--- src/hdl/s2a_pkg.sv ---
`timescale 1ns / 1ps
// ----------------------------------------------------------------------------
// s2a_pkg
// Shared types, key codes and the set-1 key translation table for the
// scancode to ASCII router.
// ----------------------------------------------------------------------------

package s2a_pkg;

    // Widths of the transaction fields.
    localparam int unsigned SCAN_W   = 8;
    localparam int unsigned KEY_W    = 7;
    localparam int unsigned ACTION_W = 3;
    localparam int unsigned CHAR_W   = 8;
    localparam int unsigned COL_W    = 4;
    localparam int unsigned SHIFT_W  = 2;
    localparam int unsigned COL_MAX  = 15;

    // Result actions.
    localparam logic [ACTION_W-1:0] ACT_NONE       = 3'd0;
    localparam logic [ACTION_W-1:0] ACT_LOCAL_CHAR = 3'd1;
    localparam logic [ACTION_W-1:0] ACT_LOCAL_BS   = 3'd2;
    localparam logic [ACTION_W-1:0] ACT_FORWARD    = 3'd3;
    localparam logic [ACTION_W-1:0] ACT_FOCUS      = 3'd4;

    // Special scancodes.
    localparam logic [SCAN_W-1:0] SC_BACKSPACE    = 8'h0e;
    localparam logic [SCAN_W-1:0] SC_TAB          = 8'h0f;
    localparam logic [SCAN_W-1:0] SC_ENTER        = 8'h1c;
    localparam logic [SCAN_W-1:0] SC_CAPS         = 8'h3a;
    localparam logic [SCAN_W-1:0] SC_LSHIFT       = 8'h2a;
    localparam logic [SCAN_W-1:0] SC_RSHIFT       = 8'h36;
    localparam logic [SCAN_W-1:0] SC_LSHIFT_BREAK = 8'haa;
    localparam logic [SCAN_W-1:0] SC_RSHIFT_BREAK = 8'hb6;

    // Character constants and console commands.
    localparam logic [CHAR_W-1:0] CHAR_NUL        = 8'h00;
    localparam logic [CHAR_W-1:0] CHAR_BS         = 8'h08;
    localparam logic [CHAR_W-1:0] CHAR_LF         = 8'h0a;
    localparam logic [CHAR_W-1:0] CHAR_UPPER_A    = 8'h41;
    localparam logic [CHAR_W-1:0] CHAR_UPPER_Z    = 8'h5a;
    localparam logic [CHAR_W-1:0] CASE_OFFSET     = 8'h20;
    localparam logic [CHAR_W-1:0] CMD_TO_CONSOLE  = 8'h02;
    localparam logic [CHAR_W-1:0] CMD_TO_LOCAL    = 8'h03;

    // Both table entries for one key, read together.
    typedef struct packed {
        logic [CHAR_W-1:0] plain;
        logic [CHAR_W-1:0] shifted;
    } key_entry_t;

    // Set-1 make code translation. Letters come back in upper case.
    function automatic logic [CHAR_W-1:0] key_char(input logic sh, input logic [KEY_W-1:0] key);
        logic [CHAR_W-1:0] ch;
        ch = 8'h00;
        case (key)
            7'h02: ch = sh ? 8'h21 : 8'h31;
            7'h03: ch = sh ? 8'h40 : 8'h32;
            7'h04: ch = sh ? 8'h23 : 8'h33;
            7'h05: ch = sh ? 8'h24 : 8'h34;
            7'h06: ch = sh ? 8'h25 : 8'h35;
            7'h07: ch = sh ? 8'h5e : 8'h36;
            7'h08: ch = sh ? 8'h26 : 8'h37;
            7'h09: ch = sh ? 8'h2a : 8'h38;
            7'h0a: ch = sh ? 8'h28 : 8'h39;
            7'h0b: ch = sh ? 8'h29 : 8'h30;
            7'h0c: ch = sh ? 8'h5f : 8'h2d;
            7'h0d: ch = sh ? 8'h2b : 8'h3d;
            7'h10: ch = 8'h51;
            7'h11: ch = 8'h57;
            7'h12: ch = 8'h45;
            7'h13: ch = 8'h52;
            7'h14: ch = 8'h54;
            7'h15: ch = 8'h59;
            7'h16: ch = 8'h55;
            7'h17: ch = 8'h49;
            7'h18: ch = 8'h4f;
            7'h19: ch = 8'h50;
            7'h1a: ch = sh ? 8'h7b : 8'h5b;
            7'h1b: ch = sh ? 8'h7d : 8'h5d;
            7'h1e: ch = 8'h41;
            7'h1f: ch = 8'h53;
            7'h20: ch = 8'h44;
            7'h21: ch = 8'h46;
            7'h22: ch = 8'h47;
            7'h23: ch = 8'h48;
            7'h24: ch = 8'h4a;
            7'h25: ch = 8'h4b;
            7'h26: ch = 8'h4c;
            7'h27: ch = sh ? 8'h3a : 8'h3b;
            7'h28: ch = sh ? 8'h22 : 8'h27;
            7'h29: ch = sh ? 8'h7e : 8'h60;
            7'h2b: ch = sh ? 8'h7c : 8'h5c;
            7'h2c: ch = 8'h5a;
            7'h2d: ch = 8'h58;
            7'h2e: ch = 8'h43;
            7'h2f: ch = 8'h56;
            7'h30: ch = 8'h42;
            7'h31: ch = 8'h4e;
            7'h32: ch = 8'h4d;
            7'h33: ch = sh ? 8'h3c : 8'h2c;
            7'h34: ch = sh ? 8'h3e : 8'h2e;
            7'h35: ch = sh ? 8'h3f : 8'h2f;
            7'h37: ch = 8'h2a;
            7'h39: ch = 8'h20;
            7'h47: ch = 8'h37;
            7'h48: ch = 8'h38;
            7'h49: ch = 8'h39;
            7'h4a: ch = 8'h2d;
            7'h4b: ch = 8'h34;
            7'h4c: ch = 8'h35;
            7'h4d: ch = 8'h36;
            7'h4e: ch = 8'h2b;
            7'h4f: ch = 8'h31;
            7'h50: ch = 8'h32;
            7'h51: ch = 8'h33;
            7'h52: ch = 8'h30;
            7'h53: ch = 8'h2e;
            7'h73: ch = sh ? 8'h5f : 8'h5c;
            7'h7d: ch = sh ? 8'h7c : 8'h5c;
            default: ch = 8'h00;
        endcase
        return ch;
    endfunction

endpackage

--- src/hdl/s2a_keymap.sv ---
`timescale 1ns / 1ps
// ----------------------------------------------------------------------------
// s2a_keymap
// Synchronous key table: one read per cycle, both the plain and the shifted
// entry of the addressed key registered together.
// ----------------------------------------------------------------------------

module s2a_keymap (
    input  logic                        aclk,
    input  logic                        rd_en,
    input  logic [s2a_pkg::KEY_W-1:0]   rd_addr,
    output s2a_pkg::key_entry_t         rd_data
);

    s2a_pkg::key_entry_t entry_reg;

    // Registered read; the entry holds while no read is enabled.
    always_ff @(posedge aclk) begin
        if (rd_en) begin
            entry_reg.plain   <= s2a_pkg::key_char(1'b0, rd_addr);
            entry_reg.shifted <= s2a_pkg::key_char(1'b1, rd_addr);
        end
    end

    assign rd_data = entry_reg;

endmodule

--- src/hdl/scancode_to_ascii_router_core.sv ---
`timescale 1ns / 1ps
// ----------------------------------------------------------------------------
// scancode_to_ascii_router_core
// Set-1 keyboard scancode decoder with shift/caps tracking, a local text
// column and focus routing between a local box and the console.
// ----------------------------------------------------------------------------
//
// Channel  | Direction | Payload
// ---------+-----------+---------------------------------------------------
// s_       | in        | scancode (8 bits)
// m_       | out       | action, char_code, column, focus_console,
//          |           | caps_active, shift_held (19 bits in 24)
//
// One transaction per cycle sustained while m_ accepts; each passes the key
// table read stage, then the decode stage that updates the flags and column and
// loads the output register. The state registers change only in the decode
// stage, in transaction order. A stall on m_ holds the output register and
// the table stage; s_tready drops only when both are full. Reset (aresetn,
// synchronous, active low) clears the flags, the column and both valids,
// and holds s_tready low.

module scancode_to_ascii_router_core #(
    parameter int unsigned TEXT_COLUMNS = 15
) (
    input  logic        aclk,
    input  logic        aresetn,
    input  logic        s_tvalid,
    output logic        s_tready,
    input  logic [7:0]  s_tdata,    // [7:0] scancode
    output logic        m_tvalid,
    input  logic        m_tready,
    output logic [23:0] m_tdata     // [2:0] action, [10:3] char_code, [14:11] column,
                                    // [15] focus_console, [16] caps_active,
                                    // [18:17] shift_held, [23:19] zero
);

    localparam int unsigned COL_LIMIT_I =
        (TEXT_COLUMNS > s2a_pkg::COL_MAX) ? s2a_pkg::COL_MAX : TEXT_COLUMNS;
    localparam logic [s2a_pkg::COL_W-1:0] COL_LIMIT = COL_LIMIT_I[s2a_pkg::COL_W-1:0];

    // Table stage.
    logic                           tbl_valid_reg, tbl_valid_next;
    logic [s2a_pkg::SCAN_W-1:0]     tbl_code_reg;
    s2a_pkg::key_entry_t            tbl_entry;
    logic                           s_accept;
    logic                           advance;
    logic                           out_free;

    // State.
    logic [s2a_pkg::SHIFT_W-1:0]    shift_reg, shift_next;
    logic                           caps_reg, caps_next;
    logic                           focus_reg, focus_next;
    logic [s2a_pkg::COL_W-1:0]      col_reg, col_next;

    // Decode results.
    logic [s2a_pkg::CHAR_W-1:0]     raw_char;
    logic [s2a_pkg::CHAR_W-1:0]     dec_char;
    logic                           shifted;
    logic [s2a_pkg::ACTION_W-1:0]   act_next;
    logic [s2a_pkg::CHAR_W-1:0]     emit_next;

    // Output register.
    logic                           m_valid_reg, m_valid_next;
    logic [s2a_pkg::ACTION_W-1:0]   m_action_reg;
    logic [s2a_pkg::CHAR_W-1:0]     m_char_reg;
    logic [s2a_pkg::COL_W-1:0]      m_col_reg;
    logic                           m_focus_reg;
    logic                           m_caps_reg;
    logic [s2a_pkg::SHIFT_W-1:0]    m_shift_reg;

    // Handshake and pipeline advance.
    assign out_free       = !m_valid_reg || m_tready;
    assign advance        = tbl_valid_reg && out_free;
    assign s_tready       = aresetn && (!tbl_valid_reg || advance);
    assign s_accept       = s_tvalid && s_tready;
    assign tbl_valid_next = s_accept || (tbl_valid_reg && !advance);
    assign m_valid_next   = advance || (m_valid_reg && !m_tready);

    // Key table lookup, started when the transaction is accepted.
    s2a_keymap u_keymap (
        .aclk    (aclk),
        .rd_en   (s_accept),
        .rd_addr (s_tdata[s2a_pkg::KEY_W-1:0]),
        .rd_data (tbl_entry)
    );

    always_ff @(posedge aclk) begin
        if (s_accept) begin
            tbl_code_reg <= s_tdata;
        end
    end

    // Character selection with the shift and caps state from before the item.
    always_comb begin
        shifted  = (shift_reg != '0);
        raw_char = tbl_code_reg[s2a_pkg::SCAN_W-1] ? s2a_pkg::CHAR_NUL :
                   (shifted ? tbl_entry.shifted : tbl_entry.plain);
        dec_char = raw_char;
        if (raw_char >= s2a_pkg::CHAR_UPPER_A && raw_char <= s2a_pkg::CHAR_UPPER_Z
            && caps_reg == shifted) begin
            dec_char = raw_char + s2a_pkg::CASE_OFFSET;
        end
    end

    // Action decode and state update.
    always_comb begin
        shift_next = shift_reg;
        caps_next  = caps_reg;
        focus_next = focus_reg;
        col_next   = col_reg;
        act_next   = s2a_pkg::ACT_NONE;
        emit_next  = s2a_pkg::CHAR_NUL;
        if (dec_char != s2a_pkg::CHAR_NUL) begin
            if (!focus_reg) begin
                if (col_reg < COL_LIMIT) begin
                    col_next  = col_reg + 1'b1;
                    act_next  = s2a_pkg::ACT_LOCAL_CHAR;
                    emit_next = dec_char;
                end
            end else begin
                act_next  = s2a_pkg::ACT_FORWARD;
                emit_next = dec_char;
            end
        end else begin
            case (tbl_code_reg)
                s2a_pkg::SC_BACKSPACE: begin
                    if (!focus_reg) begin
                        if (col_reg != '0) begin
                            col_next  = col_reg - 1'b1;
                            act_next  = s2a_pkg::ACT_LOCAL_BS;
                            emit_next = s2a_pkg::CHAR_BS;
                        end
                    end else begin
                        act_next  = s2a_pkg::ACT_FORWARD;
                        emit_next = s2a_pkg::CHAR_BS;
                    end
                end
                s2a_pkg::SC_TAB: begin
                    focus_next = !focus_reg;
                    act_next   = s2a_pkg::ACT_FOCUS;
                    emit_next  = focus_reg ? s2a_pkg::CMD_TO_LOCAL : s2a_pkg::CMD_TO_CONSOLE;
                end
                s2a_pkg::SC_ENTER: begin
                    if (focus_reg) begin
                        act_next  = s2a_pkg::ACT_FORWARD;
                        emit_next = s2a_pkg::CHAR_LF;
                    end
                end
                s2a_pkg::SC_CAPS:         caps_next  = !caps_reg;
                s2a_pkg::SC_LSHIFT:       shift_next = shift_reg | 2'b01;
                s2a_pkg::SC_RSHIFT:       shift_next = shift_reg | 2'b10;
                s2a_pkg::SC_LSHIFT_BREAK: shift_next = shift_reg & 2'b10;
                s2a_pkg::SC_RSHIFT_BREAK: shift_next = shift_reg & 2'b01;
                default: begin
                    act_next = s2a_pkg::ACT_NONE;
                end
            endcase
        end
    end

    // Control state.
    always_ff @(posedge aclk) begin
        if (!aresetn) begin
            tbl_valid_reg <= 1'b0;
            m_valid_reg   <= 1'b0;
            shift_reg     <= '0;
            caps_reg      <= 1'b0;
            focus_reg     <= 1'b0;
            col_reg       <= '0;
        end else begin
            tbl_valid_reg <= tbl_valid_next;
            m_valid_reg   <= m_valid_next;
            if (advance) begin
                shift_reg <= shift_next;
                caps_reg  <= caps_next;
                focus_reg <= focus_next;
                col_reg   <= col_next;
            end
        end
    end

    // Output payload register.
    always_ff @(posedge aclk) begin
        if (advance) begin
            m_action_reg <= act_next;
            m_char_reg   <= emit_next;
            m_col_reg    <= col_next;
            m_focus_reg  <= focus_next;
            m_caps_reg   <= caps_next;
            m_shift_reg  <= shift_next;
        end
    end

    assign m_tvalid = m_valid_reg;
    assign m_tdata  = {5'b0, m_shift_reg, m_caps_reg, m_focus_reg, m_col_reg,
                       m_char_reg, m_action_reg};

`ifndef SYNTHESIS
    // The column never passes the limit.
    a_col_limit: assert property (@(posedge aclk) disable iff (!aresetn)
        col_reg <= COL_LIMIT)
        else $error("text column beyond limit");

    // A local character is only produced with local focus and moves the column.
    a_local_char: assert property (@(posedge aclk) disable iff (!aresetn)
        (m_valid_reg && m_action_reg == s2a_pkg::ACT_LOCAL_CHAR)
            |-> (!m_focus_reg && m_col_reg != '0))
        else $error("local character with console focus or column zero");

    // A focus change reports the command that matches the new focus.
    a_focus_cmd: assert property (@(posedge aclk) disable iff (!aresetn)
        (m_valid_reg && m_action_reg == s2a_pkg::ACT_FOCUS)
            |-> (m_char_reg == (m_focus_reg ? s2a_pkg::CMD_TO_CONSOLE
                                            : s2a_pkg::CMD_TO_LOCAL)))
        else $error("focus command does not match focus");

    // A transaction leaving the table stage always lands in the output register.
    a_advance: assert property (@(posedge aclk) disable iff (!aresetn)
        advance |=> m_valid_reg)
        else $error("transaction lost between stages");
`endif

endmodule

--- config.mk ---
export PLATFORM = sky130hd
export DESIGN_NAME = scancode_to_ascii_router_core
export DESIGN_NICKNAME = d
export VERILOG_FILES = /design/src/hdl/s2a_pkg.sv /design/src/hdl/s2a_keymap.sv /design/src/hdl/scancode_to_ascii_router_core.sv
export SDC_FILE = /design/constraint.sdc
export NUM_CORES = 1
export LEC_CHECK = 0
export BUFFER_PORTS_ARGS = -buffer_cell sky130_fd_sc_hd__clkbuf_2
export CORE_MARGIN = 2
export CORE_UTILIZATION = 61
export CTS_BUF_LIST = sky130_fd_sc_hd__clkbuf_4 sky130_fd_sc_hd__clkbuf_8
export DETAILED_ROUTE_END_ITERATION = 12
export PLACE_DENSITY = 0.92
export SLEW_MARGIN = 20
export SYNTH_ARGS = -nofsm -noshare
export SYNTH_HDL_FRONTEND = slang
export SYNTH_SLANG_ARGS = --single-unit
--- constraint.sdc ---
create_clock -name aclk -period 3.1 [get_ports aclk]
set_input_delay 0 -clock aclk [delete_from_list [all_inputs] [get_ports aclk]]
set_output_delay 0 -clock aclk [all_outputs]
set_load 0.01 [all_outputs]
Yosys cells after proc, flatten, opt, wreduce, memory -nomap -nowiden. Memory sizes are Yosys's and may differ from the RTL's. A register that Yosys moved wholly into a read port is not among the register bits. Index checks and enable logic that the tools add are counted. W data, S select, Z words.

Logic and storage cells: 82. Output and inout bits: 26. Memories: 2. Input port bits: 12. Bits in registers: 53. Memory bits (read-only): 1792.

Muxes and demuxes: 30. Equal/unequal tests: 9. Magnitude comparators: 3. $add $sub $neg: 3. Reductions and logical operators: 20.

Memory list: (name not given) (words 128, width 7, read ports 1, clocked after Yosys merged registers in 1, write ports 0, line s2a_pkg.sv:56) `case (key)`; (name not given) (words 128, width 7, read ports 1, clocked after Yosys merged registers in 1, write ports 0, line s2a_pkg.sv:56).

Operators by type and width (count): $mux W8 (7); $mux W4 (8); $eq A8 B6 Y1 const B (3); $pmux W8 S3 (1); $eq A8 B4 Y1 const B (2); $eq A8 B8 Y1 const B (2); $mux W3 (3); $pmux W3 S3 (1); $add A8 B6 Y8 const B (1); $eq A8 B5 Y1 const B (1); $ge A8 B7 Y1 const B (1); $le A8 B7 Y1 const B (1); $pmux W2 S4 (1); $reduce_bool A8 Y1 (1); $logic_and A1 B1 Y1 (7); $logic_not A1 Y1 (6); $mux W1 (6); $mux W2 (3); $add A4 B1 Y4 const B (1); $logic_or A1 B1 Y1 (4); $lt A4 B4 Y1 const B (1); $reduce_bool A4 Y1 (1); $sub A4 B1 Y4 const B (1); $reduce_bool A2 Y1 (1); $eq A1 B1 Y1 (1).

Logic depth before layout (Yosys ltp). Gate-level depths: netlist (run 1).

Depth after elaboration: 10. Depth in mapped cells: 10. Mapped depth without buffers: 8.

By module. Synthesis (run 1) repeated with hierarchy kept, for this count alone.

Cells, all modules: 462. Area, all modules: 4129.0 µm².

Modules (own cells, without submodules): scancode_to_ascii_router_core (area each 2165.8 µm², seq. area each 1011.0 µm², cells each 213, instances 1); s2a_keymap (area each 1963.1 µm², seq. area each 420.4 µm², cells each 249, instances 1).

Worst setup path before layout (run 1). Ideal clock, no wire load.

Path kind: flip-flop to flip-flop. From: reg shift_reg[0] in the netlist's numbering. To: reg m_col_reg[2] in the netlist's numbering (data pin). Arrival: 2.401 ns. Clock period less this slack: 2.666 ns. Stages on the path, launching flop included: 10. Path buffers: 1. Setup slack: 0.434 ns. Setup time: 0.265 ns. Data required time: 2.835 ns. Cell sequence: dfxtp_1 > or3b_2 > a21oi_1 > ha_1 > a211o_1 > a22oi_1 > and2_1 > buf_6 > mux2i_1 > mux2i_1.

Longest elaborated chain between the ends: 9. Elaborated cells on any way between the ends: 12. Classes of those cells: 1 x add/sub; 2 x order compare; 1 x eq/ne; 4 x mux; 4 x reduce/logical.

RTL lines: start, declared (line scancode_to_ascii_router_core.sv:50) `logic [s2a_pkg::SHIFT_W-1:0] shift_reg, shift_next;`; start signal, assigned (line scancode_to_ascii_router_core.sv:174) `shift_reg <= shift_next;`; $reduce_bool A2 Y1 * (line scancode_to_ascii_router_core.sv:95) `shifted = (shift_reg != '0);`; $mux W8 (line scancode_to_ascii_router_core.sv:97) `(shifted ? tbl_entry.shifted : tbl_entry.plain);`; $mux W8 (line scancode_to_ascii_router_core.sv:96) `raw_char = tbl_code_reg[s2a_pkg::SCAN_W-1] ? s2a_pkg::CHAR_NUL :`; $ge A8 B7 Y1 / $le A8 B7 Y1 (equally long branches) (line scancode_to_ascii_router_core.sv:99) `if (raw_char >= s2a_pkg::CHAR_UPPER_A && raw_char <= s2a_pkg::CHAR_UPPER_Z`; $logic_and A1 B1 Y1 (line scancode_to_ascii_router_core.sv:99); $logic_and A1 B1 Y1 (line scancode_to_ascii_router_core.sv:100) `&& caps_reg == shifted) begin`; $mux W8 * (line scancode_to_ascii_router_core.sv:99); $reduce_bool A8 Y1 * (line scancode_to_ascii_router_core.sv:113) `if (dec_char != s2a_pkg::CHAR_NUL) begin`; $mux W4 * (line scancode_to_ascii_router_core.sv:113); net col_next, one bit (line scancode_to_ascii_router_core.sv:53) `logic [s2a_pkg::COL_W-1:0] col_reg, col_next;`; end signal, assigned (line scancode_to_ascii_router_core.sv:187) `m_col_reg <= col_next;`; end, declared (line scancode_to_ascii_router_core.sv:66) `logic [s2a_pkg::COL_W-1:0] m_col_reg;`.

The timed path passes the listed nets; every way through them passes the cells marked *. A chain may end at the register's enable or synchronous reset.

Worst setup path in the final report (run 1).
From: reg shift_reg[1] in the netlist's numbering. To: reg m_action_reg[0] in the netlist's numbering (data pin).

Longest elaborated chain between the ends: 9. Elaborated cells on any way between the ends: 12. Classes of those cells: 1 x add/sub; 2 x order compare; 1 x eq/ne; 4 x mux; 4 x reduce/logical.

RTL lines: $reduce_bool A2 Y1 * (line scancode_to_ascii_router_core.sv:95); $mux W8 (line scancode_to_ascii_router_core.sv:97); $mux W8 (line scancode_to_ascii_router_core.sv:96); $ge A8 B7 Y1 / $le A8 B7 Y1 (equally long branches) (line scancode_to_ascii_router_core.sv:99); $logic_and A1 B1 Y1 (line scancode_to_ascii_router_core.sv:99); $logic_and A1 B1 Y1 (line scancode_to_ascii_router_core.sv:100); $mux W8 * (line scancode_to_ascii_router_core.sv:99); $reduce_bool A8 Y1 * (line scancode_to_ascii_router_core.sv:113); $mux W3 * (line scancode_to_ascii_router_core.sv:113); net act_next, one bit (line scancode_to_ascii_router_core.sv:59) `logic [s2a_pkg::ACTION_W-1:0] act_next;`; end signal, assigned (line scancode_to_ascii_router_core.sv:185) `m_action_reg <= act_next;`; end, declared (line scancode_to_ascii_router_core.sv:64) `logic [s2a_pkg::ACTION_W-1:0] m_action_reg;`.

Marked as above.

==> results of run 1 <==
==> stage by stage <==
step,utilization,cell area [um2],cells
floorplan,-,3860,450
global placement,0.666,3990,526
detailed placement,0.666,3990,526
CTS,0.685,4100,536
global route,0.685,4110,536
finish,0.685,4110,536
==> cell usage after synthesis (6+ instances only) <==
cell type / instances
edfxtp_1: 41
nor2_1: 23
ha_1: 15
inv_1: 12
o31ai_1: 7
nor2b_1: 13
dfxtp_1: 10
clkbuf_1: 26
and2_1: 6
nand3_1: 13
or2_2: 8
mux2i_1: 10
a31oi_1: 6
nand2_1: 46
nor3_1: 12
nand2b_1: 6
o211ai_1: 8
buf_4: 10
o21ai_0: 36
a21oi_1: 37
a211oi_1: 8
==> cells by family after synthesis <==
| logic type | share of synthesized area |
|---|---|
| compound gates | 0.261 |
| xor+xnor | 0.0114 |
| fa+ha+maj | 0.0488 |
| buf+inv | 0.0648 |
| flops | 0.372 |
| mux | 0.0260 |
| other cells | 0.000976 |
| simple gates | 0.215 |
==> worst register-to-register path: cells and delay by family (launching register included) <==
family / cells / cell delay (ns)
buf+inv: 1 / 0.18
flops: 1 / 0.41
compound gates: 4 / 0.81
simple gates: 3 / 0.92
fa+ha+maj: 1 / 0.31
==> worst paths after layout <==
check	end	slack [ns]	start	cells after the start
setup / recovery	m_action_reg[0]	0.22	shift_reg[1]	9
hold / removal	m_tvalid	0.06	m_tready	3
setup reg to reg	m_action_reg[0]	0.22	shift_reg[1]	9
hold reg to reg	col_reg[0]	0.52	col_reg[0]	2
==> what timing repair did <==
item                                    4_1_cts  5_1_grt
endpoints found under the setup margin        0        5
endpoints found under the hold margin         2        0
hold buffers                                  2        0
setup buffers                                 0        0
gates resized for setup                       0        2
==> routing by layer <==
| layer | up-vias | GRT usage |
|---|---|---|
| met5 | - | 0 |
| met4 | 0 | 0.167 |
| met3 | 45 | 0.0457 |
| met2 | 199 | 0.468 |
| met1 | 1713 | 0.352 |
| li1 | 1670 | - |
==> final cells by class <==
type / count / area [um2]
clock buffers: 7 / 83.8
fillers: 443 / 1890
inverters: 12 / 45.0
multi-input cells: 345 / 2180
clock inverters: 1 / 7.51
repair buffers: 45 / 263
well taps: 75 / 93.8
flip-flops and latches: 51 / 1430
==> power groups by stage <==
stage                     Combinational [uW]  Sequential (uW)  Clock, uW
final                                    314              793        381
after global routing                     343              796        425
after CTS                                305              792        394
after detailed placement                 302              808          0
after global placement                   294              806          0
after floorplan                          220              807          0
==> metrics.md, run 1 <==
| Metric | Value |
|---|---|
| Total number of H-tree levels | `2` |
| Per-cell routed wire length | `~18 um` |
| First-pass GRT wire length | `approximately 16 mm` |
| Net switching power | `~420 uW` |
| Net Sw Frac | `0.285` |
| Cell taking the most area after synthesis | `edfxtp_1` |
| Max Cap Viol | `0` |
| Area share of the largest cell type after synthesis | `0.320` |
| Worst hold path type | `input port to register` |
| Worst stage delay on the critical path | `~0.46 ns` |
| DRC viols | `0` |
| Nets | `487` |
| Pin count of the biggest net entering global routing | `38` |
| Rows | `28` |
| Met1 Wirelength | `3.81 mm` |
| Initial antenna violation count | `0` |
| Final Hold Viols | `0` |
| Die width | `83.4 um` |
| WS Path Type | `register to register` |
| Clock sinks | `between 50 and 60` |
| Sequential-to-total area share from yosys stat | `0.372` |
| Dpl hpwl | `between 6 and 7 mm` |
| Synth cell types | `66` |
| Maximum clock rate | `around 0.35 GHz` |
| Crit. End Element | `register` |
| Seq cells post-synth | `between 50 and 60` |
| Number of flip-flops in the largest register | `14` |
| Die Footprint | `0.00695 mm2` |
| EDFF count, synth | `41` |
| Async SR Flop Fraction | `0` |
| Antenna viol nets, final | `0` |
| Leak | `0.00155 uW` |
| Req. time, crit path | `approximately 3.2 ns` |
| Top area cells in the synthesized netlist | `edfxtp_1 (32%), dfxtp_1 (5.2%), ha_1 (4.9%)` |
| Syn. warnings | `0` |
| VDD IR max | `between 200 and 250 uV` |
| Vias per cell | `just under 7` |
| Syn avg cell area | `approximately 8.6 um2` |
| Relative slew slack | `0.276` |
| WHS | `about 0.06 ns` |
| Initial DRC count | `424` |
| Final worst path period share | `0.927` |
| CP Max Fanout | `18` |
| CTS max path bufs | `2` |
| Final setup TNS | `0 ns` |
| Number of global-route vias before repair | `3426` |
| Most frequent cells in the layout | `nand2_1 (46), edfxtp_1 (41), a21oi_1 (37), o21ai_0 (36), clkbuf_2 (32)` |
| Worst-Skew Late Latency | `roughly 0.30 ns` |
| Met3 wire length | `between 600 and 700 um` |
| Clk pwr share | `0.256` |
| CTS tree | `done` |
| Share of cells above drive strength 1 | `0.154` |
| Int Pwr | `about 1100 uW` |
| Comb power frac | `0.211` |
| Initial Utilization | `0.642` |
| RSZ-0062 raised after global routing | `false` |
| Commonest non-fill, non-tap cell in the layout | `nand2_1` |
| Final Setup Violations | `0` |
| Gr ovfl total | `0` |
| Met2 routed WL | `between 4 and 5 mm` |
| Vias | `~3600` |
| Slew @ Worst Pin | `1.08 ns` |
| Worst Skew | `0.0174 ns` |
| CP delay by family, top | `simple AND/OR/NAND/NOR gates` |
| TritonCTS Buffers | `5` |
| Power Density | `~360 mW/mm2` |
| Synthesized instance count | `about 450` |
| Sequential Power Share | `0.533` |
| Outcome | `completed` |
| Setup WS pre-CTS | `~0.15 ns` |
| Top-level port count | `38` |
| Worst Path Arrival | `roughly 2.9 ns` |
| Crit-path slowest cell | `or3b_2` |
| Root Buffer | `clkbuf_8` |
| DR top layer | `met4` |
| Area growth, synth to finish | `6.80%` |
| Ant. Diodes | `0` |
| Setup crit start kind | `register` |
| CTS clk-pin slew, worst paths | `roughly 0.1 ns` |
| CP Cell Sequence | `or3b_2 > a21oi_1 > ha_1 > a211o_1 > a22oi_1 > and2_2 > buf_4 > nand2b_2 > o21ai_0` |
| WL final | `~9.7 mm` |
| WP buf/inv | `1` |
| Die H | `between 80 and 90 um` |
| All-layer global routing usage | `0.284` |
| Setup WS post-layout | `between 0.2 and 0.25 ns` |
| Power Total | `1490 uW` |
| Top FF cell, synth | `edfxtp_1` |
| Synthesized cell area | `a little under 0.004 mm2` |
| Fin. max-slew vios | `0` |
| Routability Congestion | `between 1 and 1.5` |
| Minimum clock period | `between 2 and 3 ns` |
| Number of port buffers | `32` |
| DR pass1 iterations | `5` |
| Core area | `between 0.005 and 0.006 mm2` |
Note: power is estimated with default switching activity, not from simulation.
==> run 2, diff against run 1 <==
--- a/config.mk
+++ b/config.mk
@@ -6,11 +6,13 @@
 export NUM_CORES = 1
 export LEC_CHECK = 0
 export BUFFER_PORTS_ARGS = -buffer_cell sky130_fd_sc_hd__clkbuf_2
+export CELL_PAD_IN_SITES_DETAIL_PLACEMENT = 0
+export CELL_PAD_IN_SITES_GLOBAL_PLACEMENT = 1
 export CORE_MARGIN = 2
-export CORE_UTILIZATION = 61
+export CORE_UTILIZATION = 47
 export CTS_BUF_LIST = sky130_fd_sc_hd__clkbuf_4 sky130_fd_sc_hd__clkbuf_8
 export DETAILED_ROUTE_END_ITERATION = 12
-export PLACE_DENSITY = 0.92
+export PLACE_DENSITY = 0.93
 export SLEW_MARGIN = 20
 export SYNTH_ARGS = -nofsm -noshare
 export SYNTH_HDL_FRONTEND = slang
==> run 2 against run 1 <==
Effect of this change: global-route usage decreased by 6.6 points; worst hold slack got worse by 0.010 ns; total power increased by 5.2%; critical path type unchanged; critical endpoint unchanged.
==> metrics.md, run 2 (same netlist as run 1, synthesis figures left out) <==
| Metric | Value |
|---|---|
| Final setup TNS | `0 ns (unchanged)` |
| CTS resizes | `0 (unchanged)` |
| Leak | `0.00155 uW (about the same)` |
| Worst-Skew Late Latency | `0.30 ns (about the same)` |
| VDD IR max | `165 uV (was 241 uV)` |
| Nets | `485 (was 487)` |
| Vias | `3395 (was 3627)` |
| Register area | `0.00143 mm2 (about the same)` |
| Max Cap Viol | `0 (unchanged)` |
| RSZ-0062 raised after global routing | `false (unchanged)` |
| DR pass1 iterations | `5 (unchanged)` |
| Maximum clock rate | `0.360 GHz (was 0.348 GHz)` |
| Dpl hpwl | `6.73 mm (was 6.95 mm)` |
| Worst Skew | `0.00974 ns (was 0.0174 ns)` |
| Routability Congestion | `0.902 (was 1.02)` |
| Antenna viol nets, final | `0 (unchanged)` |
| WS Path Type | `register to register (unchanged)` |
| Req. time, crit path | `3.15 ns (about the same)` |
| Pin count of the biggest net entering global routing | `45 (was 38)` |
| Area growth, synth to finish | `7.81% (was 6.80%)` |
| Worst Path Arrival | `2.83 ns (was 2.93 ns)` |
| Initial antenna violation count | `0 (unchanged)` |
| Final Setup Violations | `0 (unchanged)` |
| Initial Utilization | `0.492 (was 0.642)` |
| Final worst path period share | `0.896 (was 0.927)` |
| All-layer global routing usage | `0.219 (was 0.284)` |
| FILL cells | `745 (was 443)` |
| First-pass GRT wire length | `15.7 mm (was 16.3 mm)` |
| Initial DRC count | `151 (was 424)` |
| Ant. Diodes | `0 (unchanged)` |
| Number of global-route vias before repair | `3179 (was 3426)` |
| Final Hold Viols | `0 (unchanged)` |
| WHS | `0.0493 ns (was 0.0593 ns)` |
| R2r setup slk | `0.32 ns (was 0.22 ns)` |
| Clock sinks | `51 (unchanged)` |
| Commonest non-fill, non-tap cell in the layout | `nand2_1 (unchanged)` |
| Relative slew slack | `0.323 (was 0.276)` |
| CTS max path bufs | `2 (unchanged)` |
| Root Buffer | `clkbuf_8 (unchanged)` |
| Core area | `0.00781 mm2 (was 0.00599 mm2)` |
| Worst hold path type | `input port to register (unchanged)` |
| Die Footprint | `0.00892 mm2 (was 0.00695 mm2)` |
| Per-cell routed wire length | `16.5 um (was 18.1 um)` |
| CP Max Fanout | `18 (unchanged)` |
| Power Density | `378 mW/mm2 (was 362 mW/mm2)` |
| Setup crit start kind | `register (unchanged)` |
| Top-level port count | `38 (unchanged)` |
| WL final | `9.28 mm (was 9.68 mm)` |
| Crit. End Element | `register (unchanged)` |
| Total number of H-tree levels | `2 (unchanged)` |
| Die width | `94.4 um (was 83.4 um)` |
| Area of the multi-input gates | `0.00218 mm2 (about the same)` |
| DRC viols | `0 (unchanged)` |
| Number of flip-flops in the largest register | `14 (unchanged)` |
| Net switching power | `421 uW (was 424 uW)` |
| Most frequent cells in the layout | `nand2_1 (46), edfxtp_1 (41), a21oi_1 (37), o21ai_0 (36), clkbuf_2 (32) (unchanged)` |
| Rows | `32 (was 28)` |
| Share of cells above drive strength 1 | `0.146 (was 0.154)` |
| Fin. max-slew vios | `0 (unchanged)` |
| Outcome | `completed (unchanged)` |
| Die H | `94.4 um (was 83.4 um)` |
| Net Sw Frac | `0.269 (was 0.285)` |
| Sequential Power Share | `0.506 (was 0.533)` |
| Number of port buffers | `32 (unchanged)` |
| CTS tree | `done (unchanged)` |
| Clk pwr share | `0.297 (was 0.256)` |
| Comb power frac | `0.197 (was 0.211)` |
| Int Pwr | `1140 uW (was 1060 uW)` |
| Slew @ Worst Pin | `1.01 ns (was 1.08 ns)` |
| Vias per cell | `6.05 (was 6.77)` |
| Minimum clock period | `2.78 ns (was 2.88 ns)` |
| TritonCTS Buffers | `5 (unchanged)` |
| CTS clk-pin slew, worst paths | `0.09 ns (was 0.10 ns)` |
| Gr ovfl total | `0 (unchanged)` |
==> run 2: cell count changes in the layout (fill, tap and decap cells not counted), sizes merged <==
cell / delta
buf: -2
clkinvlp: -1
bufinv: +1
==> run 2: layout make-up <==
class | instances | share of cell area
Multi-Input combinational cell | 345 | 0.526
Sequential cell | 51 | 0.345
Timing Repair Buffer | 43 | 0.0598
Tap cell | 102 | 0.0308
Clock buffer | 7 | 0.0202
Inverter | 12 | 0.0109
Clock inverter | 1 | 0.00725
==> run 2: metal layers <==
layer / global-route usage / vias to the layer above / part of all wire
met5: 0 / - / 0
met4: 0.0978 / 0 / 0.030
met3: 0.0263 / 22 / 0.058
met2: 0.358 / 137 / 0.48
met1: 0.291 / 1560 / 0.43
li1: - / 1676 / -
==> run 2: worst max-delay path, stage by stage, from the launching register on <==
cell and delay [ns]:
dfxtp_1 0.43, or3b_2 0.50, a21oi_1 0.23, ha_1 0.29
a211o_1 0.22, a22oi_1 0.19, and2_1 0.18, buf_4 0.16
nand2b_2 0.20, o21ai_0 0.12
==> run 2: timing repair <==
| action | in CTS | in global routing |
|---|---|---|
| hold endpoints to repair | 2 | 0 |
| hold buffers | 2 | 0 |
| endpoints found under the setup margin | 0 | 0 |
| setup buffers | 0 | 0 |
==> run 2: power groups by stage <==
stage	logic, uW	registers [uW]	clock network, uW
after floorplan	220	807	0
after global placement	295	807	0
after detailed placement	300	808	0
after CTS	303	793	477
after global routing	339	796	507
final	308	792	465
==> run 2: worst paths after layout <==
path,to,cells past startpoint,start
max,m_action_reg[0],9,shift_reg[0]
min,m_tvalid,3,m_tready
max reg2reg,m_action_reg[0],9,shift_reg[0]
min reg2reg,col_reg[0],2,col_reg[0]
==> run 2: metrics by stage <==
stage          setup WS, ns  utilization  instance area, um2  cells  total power [uW]
2_1_floorplan         0.434            -                3860    450              1030
3_3_place_gp          0.404        0.514                4010    551              1100
3_5_place_dp          0.315        0.514                4010    551              1110
4_1_cts               0.319        0.531                4140    561              1570
5_1_grt              0.0441        0.531                4140    561              1640
6_report              0.321        0.531                4140    561              1560
==> run 3, diff against run 2 <==
--- a/config.mk
+++ b/config.mk
@@ -8,10 +8,11 @@
 export BUFFER_PORTS_ARGS = -buffer_cell sky130_fd_sc_hd__clkbuf_2
 export CELL_PAD_IN_SITES_DETAIL_PLACEMENT = 0
 export CELL_PAD_IN_SITES_GLOBAL_PLACEMENT = 1
-export CORE_MARGIN = 2
+export CORE_MARGIN = 4
 export CORE_UTILIZATION = 47
 export CTS_BUF_LIST = sky130_fd_sc_hd__clkbuf_4 sky130_fd_sc_hd__clkbuf_8
 export DETAILED_ROUTE_END_ITERATION = 12
+export HOLD_SLACK_MARGIN = 0.05
 export PLACE_DENSITY = 0.93
 export SLEW_MARGIN = 20
 export SYNTH_ARGS = -nofsm -noshare
==> run 3 against run 2 <==
Effect of this change: maximum frequency down 0.71%; global-route usage down 3.2 points; sequential cell count unchanged; critical path depth unchanged; design area up 0.60%; largest power group unchanged; clock power down 2%; cell count up 0.36%; register-to-register slack worse by 0.02 ns; setup slack worse by 0.020 ns; clock-buffer cell count down 2; sequential power about the same.
==> metrics.md, run 3 (same netlist as run 1, synthesis figures left out) <==
| Metric | Value |
|---|---|
| Outcome | `completed (unchanged)` |
| WHS | `0.134 ns (was 0.0493 ns)` |
| Post-CTS setup buffer count | `0 (unchanged)` |
| Ant. Diodes | `0 (unchanged)` |
| Maximum clock rate | `0.357 GHz (was 0.360 GHz)` |
| Worst Skew | `0.0176 ns (was 0.00974 ns)` |
| Number of global-route vias before repair | `3114 (was 3179)` |
| Minimum clock period | `2.80 ns (was 2.78 ns)` |
| Max Cap Viol | `0 (unchanged)` |
| Number of port buffers | `32 (unchanged)` |
| Gr ovfl total | `0 (unchanged)` |
| Worst hold path type | `input port to register (unchanged)` |
| Crit. End Element | `register (unchanged)` |
| Net Sw Frac | `0.274 (was 0.269)` |
| Final Hold Viols | `0 (unchanged)` |
| CP Max Fanout | `18 (unchanged)` |
| Initial antenna violation count | `0 (unchanged)` |
| Leak | `0.00156 uW (was 0.00155 uW)` |
| WL final | `9.08 mm (was 9.28 mm)` |
| Power Density | `373 mW/mm2 (was 378 mW/mm2)` |
| Initial DRC count | `206 (was 151)` |
| Setup crit start kind | `register (unchanged)` |
| Root Buffer | `clkbuf_8 (unchanged)` |
| Clock sinks | `51 (unchanged)` |
| Antenna viol nets, final | `0 (unchanged)` |
| Slew @ Worst Pin | `1.04 ns (was 1.01 ns)` |
| Die Footprint | `0.00969 mm2 (was 0.00892 mm2)` |
| Initial Utilization | `0.490 (was 0.492)` |
| Final instance count without filler cells | `563 (was 561)` |
| Final worst path period share | `0.903 (was 0.896)` |
| Fin. max-slew vios | `0 (unchanged)` |
| Die width | `98.4 um (was 94.4 um)` |
| Worst-Skew Late Latency | `0.31 ns (was 0.30 ns)` |
| Sequential Power Share | `0.509 (was 0.506)` |
| TritonCTS Buffers | `5 (unchanged)` |
| Vias per cell | `6.07 (was 6.05)` |
| Commonest non-fill, non-tap cell in the layout | `nand2_1 (unchanged)` |
| Nets | `487 (was 485)` |
| Pin count of the biggest net entering global routing | `45 (unchanged)` |
| Most frequent cells in the layout | `nand2_1 (46), edfxtp_1 (41), o21ai_0 (36), a21oi_1 (36), clkbuf_2 (32) (was nand2_1 (46), edfxtp_1 (41), a21oi_1 (37), o21ai_0 (36), clkbuf_2 (32))` |
| Final setup TNS | `0 ns (unchanged)` |
| Comb power frac | `0.197 (about the same)` |
| All-layer global routing usage | `0.186 (was 0.219)` |
| WS Path Type | `register to register (unchanged)` |
| Vias | `3417 (was 3395)` |
| DRC viols | `0 (unchanged)` |
| Top-level port count | `38 (unchanged)` |
| Worst Path Arrival | `2.83 ns (about the same)` |
| Die H | `98.4 um (was 94.4 um)` |
| CTS tree | `done (unchanged)` |
| Number of flip-flops in the largest register | `14 (unchanged)` |
| DR pass1 iterations | `6 (was 5)` |
| CTS max path bufs | `2 (unchanged)` |
| Dpl hpwl | `6.56 mm (was 6.73 mm)` |
| Routability Congestion | `0.912 (was 0.902)` |
| Int Pwr | `1130 uW (was 1140 uW)` |
| Final Setup Violations | `0 (unchanged)` |
| CTS clk-pin slew, worst paths | `0.10 ns (was 0.09 ns)` |
| First-pass GRT wire length | `15.1 mm (was 15.7 mm)` |
| Relative slew slack | `0.307 (was 0.323)` |
| Req. time, crit path | `3.13 ns (was 3.15 ns)` |
| Total number of H-tree levels | `2 (unchanged)` |
| VDD IR max | `185 uV (was 165 uV)` |
| Core area | `0.00785 mm2 (was 0.00781 mm2)` |
| RSZ-0062 raised after global routing | `false (unchanged)` |
| Net switching power | `427 uW (was 421 uW)` |
| Inst Count DP | `551 (unchanged)` |
| Rows | `32 (unchanged)` |
| R2r setup slk | `0.30 ns (was 0.32 ns)` |
| Area growth, synth to finish | `8.46% (was 7.81%)` |
| Per-cell routed wire length | `16.1 um (was 16.5 um)` |
| Share of cells above drive strength 1 | `0.148 (was 0.146)` |
| Clk pwr share | `0.294 (was 0.297)` |
[run 3: cell count changes in the layout (fill, tap and decap cells not counted)]
cell	delta
a21oi_1	-1
a21oi_2	+1
clkbuf_4	-2
clkinvlp_4	+1
dlygate4sd3_1	+2
inv_6	+1
[run 3: cell type report]
cell class              count  area, um2
flip-flops and latches     51       1430
multi-input cells         345       2180
inverters                  12       45.0
clock inverters             3       46.3
clock buffers               5       68.8
well taps                 102        128
repair buffers             45        268
fillers                   736       3680
[run 3: metal layers]
layer  part of all wire  vias to the layer above  GRT usage
met3              0.066                       26     0.0276
li1                   -                     1678          -
met1               0.42                     1567      0.246
met4              0.032                        0     0.0777
met5                  0                        -          0
met2               0.48                      146      0.307
[run 3: power by group through the flow]
stage          Sequential (uW)  Combinational (uW)  Clock [uW]
2_1_floorplan              807                 220           0
3_3_place_gp               806                 293           0
3_5_place_dp               808                 296           0
4_1_cts                    792                 301         475
5_1_grt                    796                 338         495
6_report                   792                 306         458
[run 3: path summary, 6_finish.rpt]
check | cells after the start | from | end
min reg2reg | 2 | col_reg[0] | col_reg[0]
min | 1 | s_tdata[5] | tbl_code_reg[5]
max | 9 | shift_reg[1] | m_action_reg[0]
max reg2reg | 9 | shift_reg[1] | m_action_reg[0]
[run 3: timing repair]
item | CTS | global route
gates resized for setup | 0 | 1
hold buffers | 4 | 0
hold endpoints to repair | 4 | 0
endpoints found under the setup margin | 0 | 1
[run 3: worst max-delay path: stages (launching register included)]
cell      delay (ns)
dfxtp_1         0.45
or3b_2          0.50
a21oi_2         0.18
ha_1            0.27
a211o_1         0.23
a22oi_1         0.19
and2_1          0.19
buf_4           0.19
nand2b_2        0.21
o21ai_0         0.12
[run 3: through the flow]
step | worst slack, ns | instance area, um2 | power, uW | utilization
CTS | 0.243 | 4170 | 1570 | 0.531
detailed placement | 0.283 | 4010 | 1100 | 0.511
global placement | 0.419 | 4010 | 1100 | 0.511
finish | 0.301 | 4170 | 1560 | 0.531
floorplan | 0.434 | 3860 | 1030 | -
global route | 0.0656 | 4170 | 1630 | 0.531
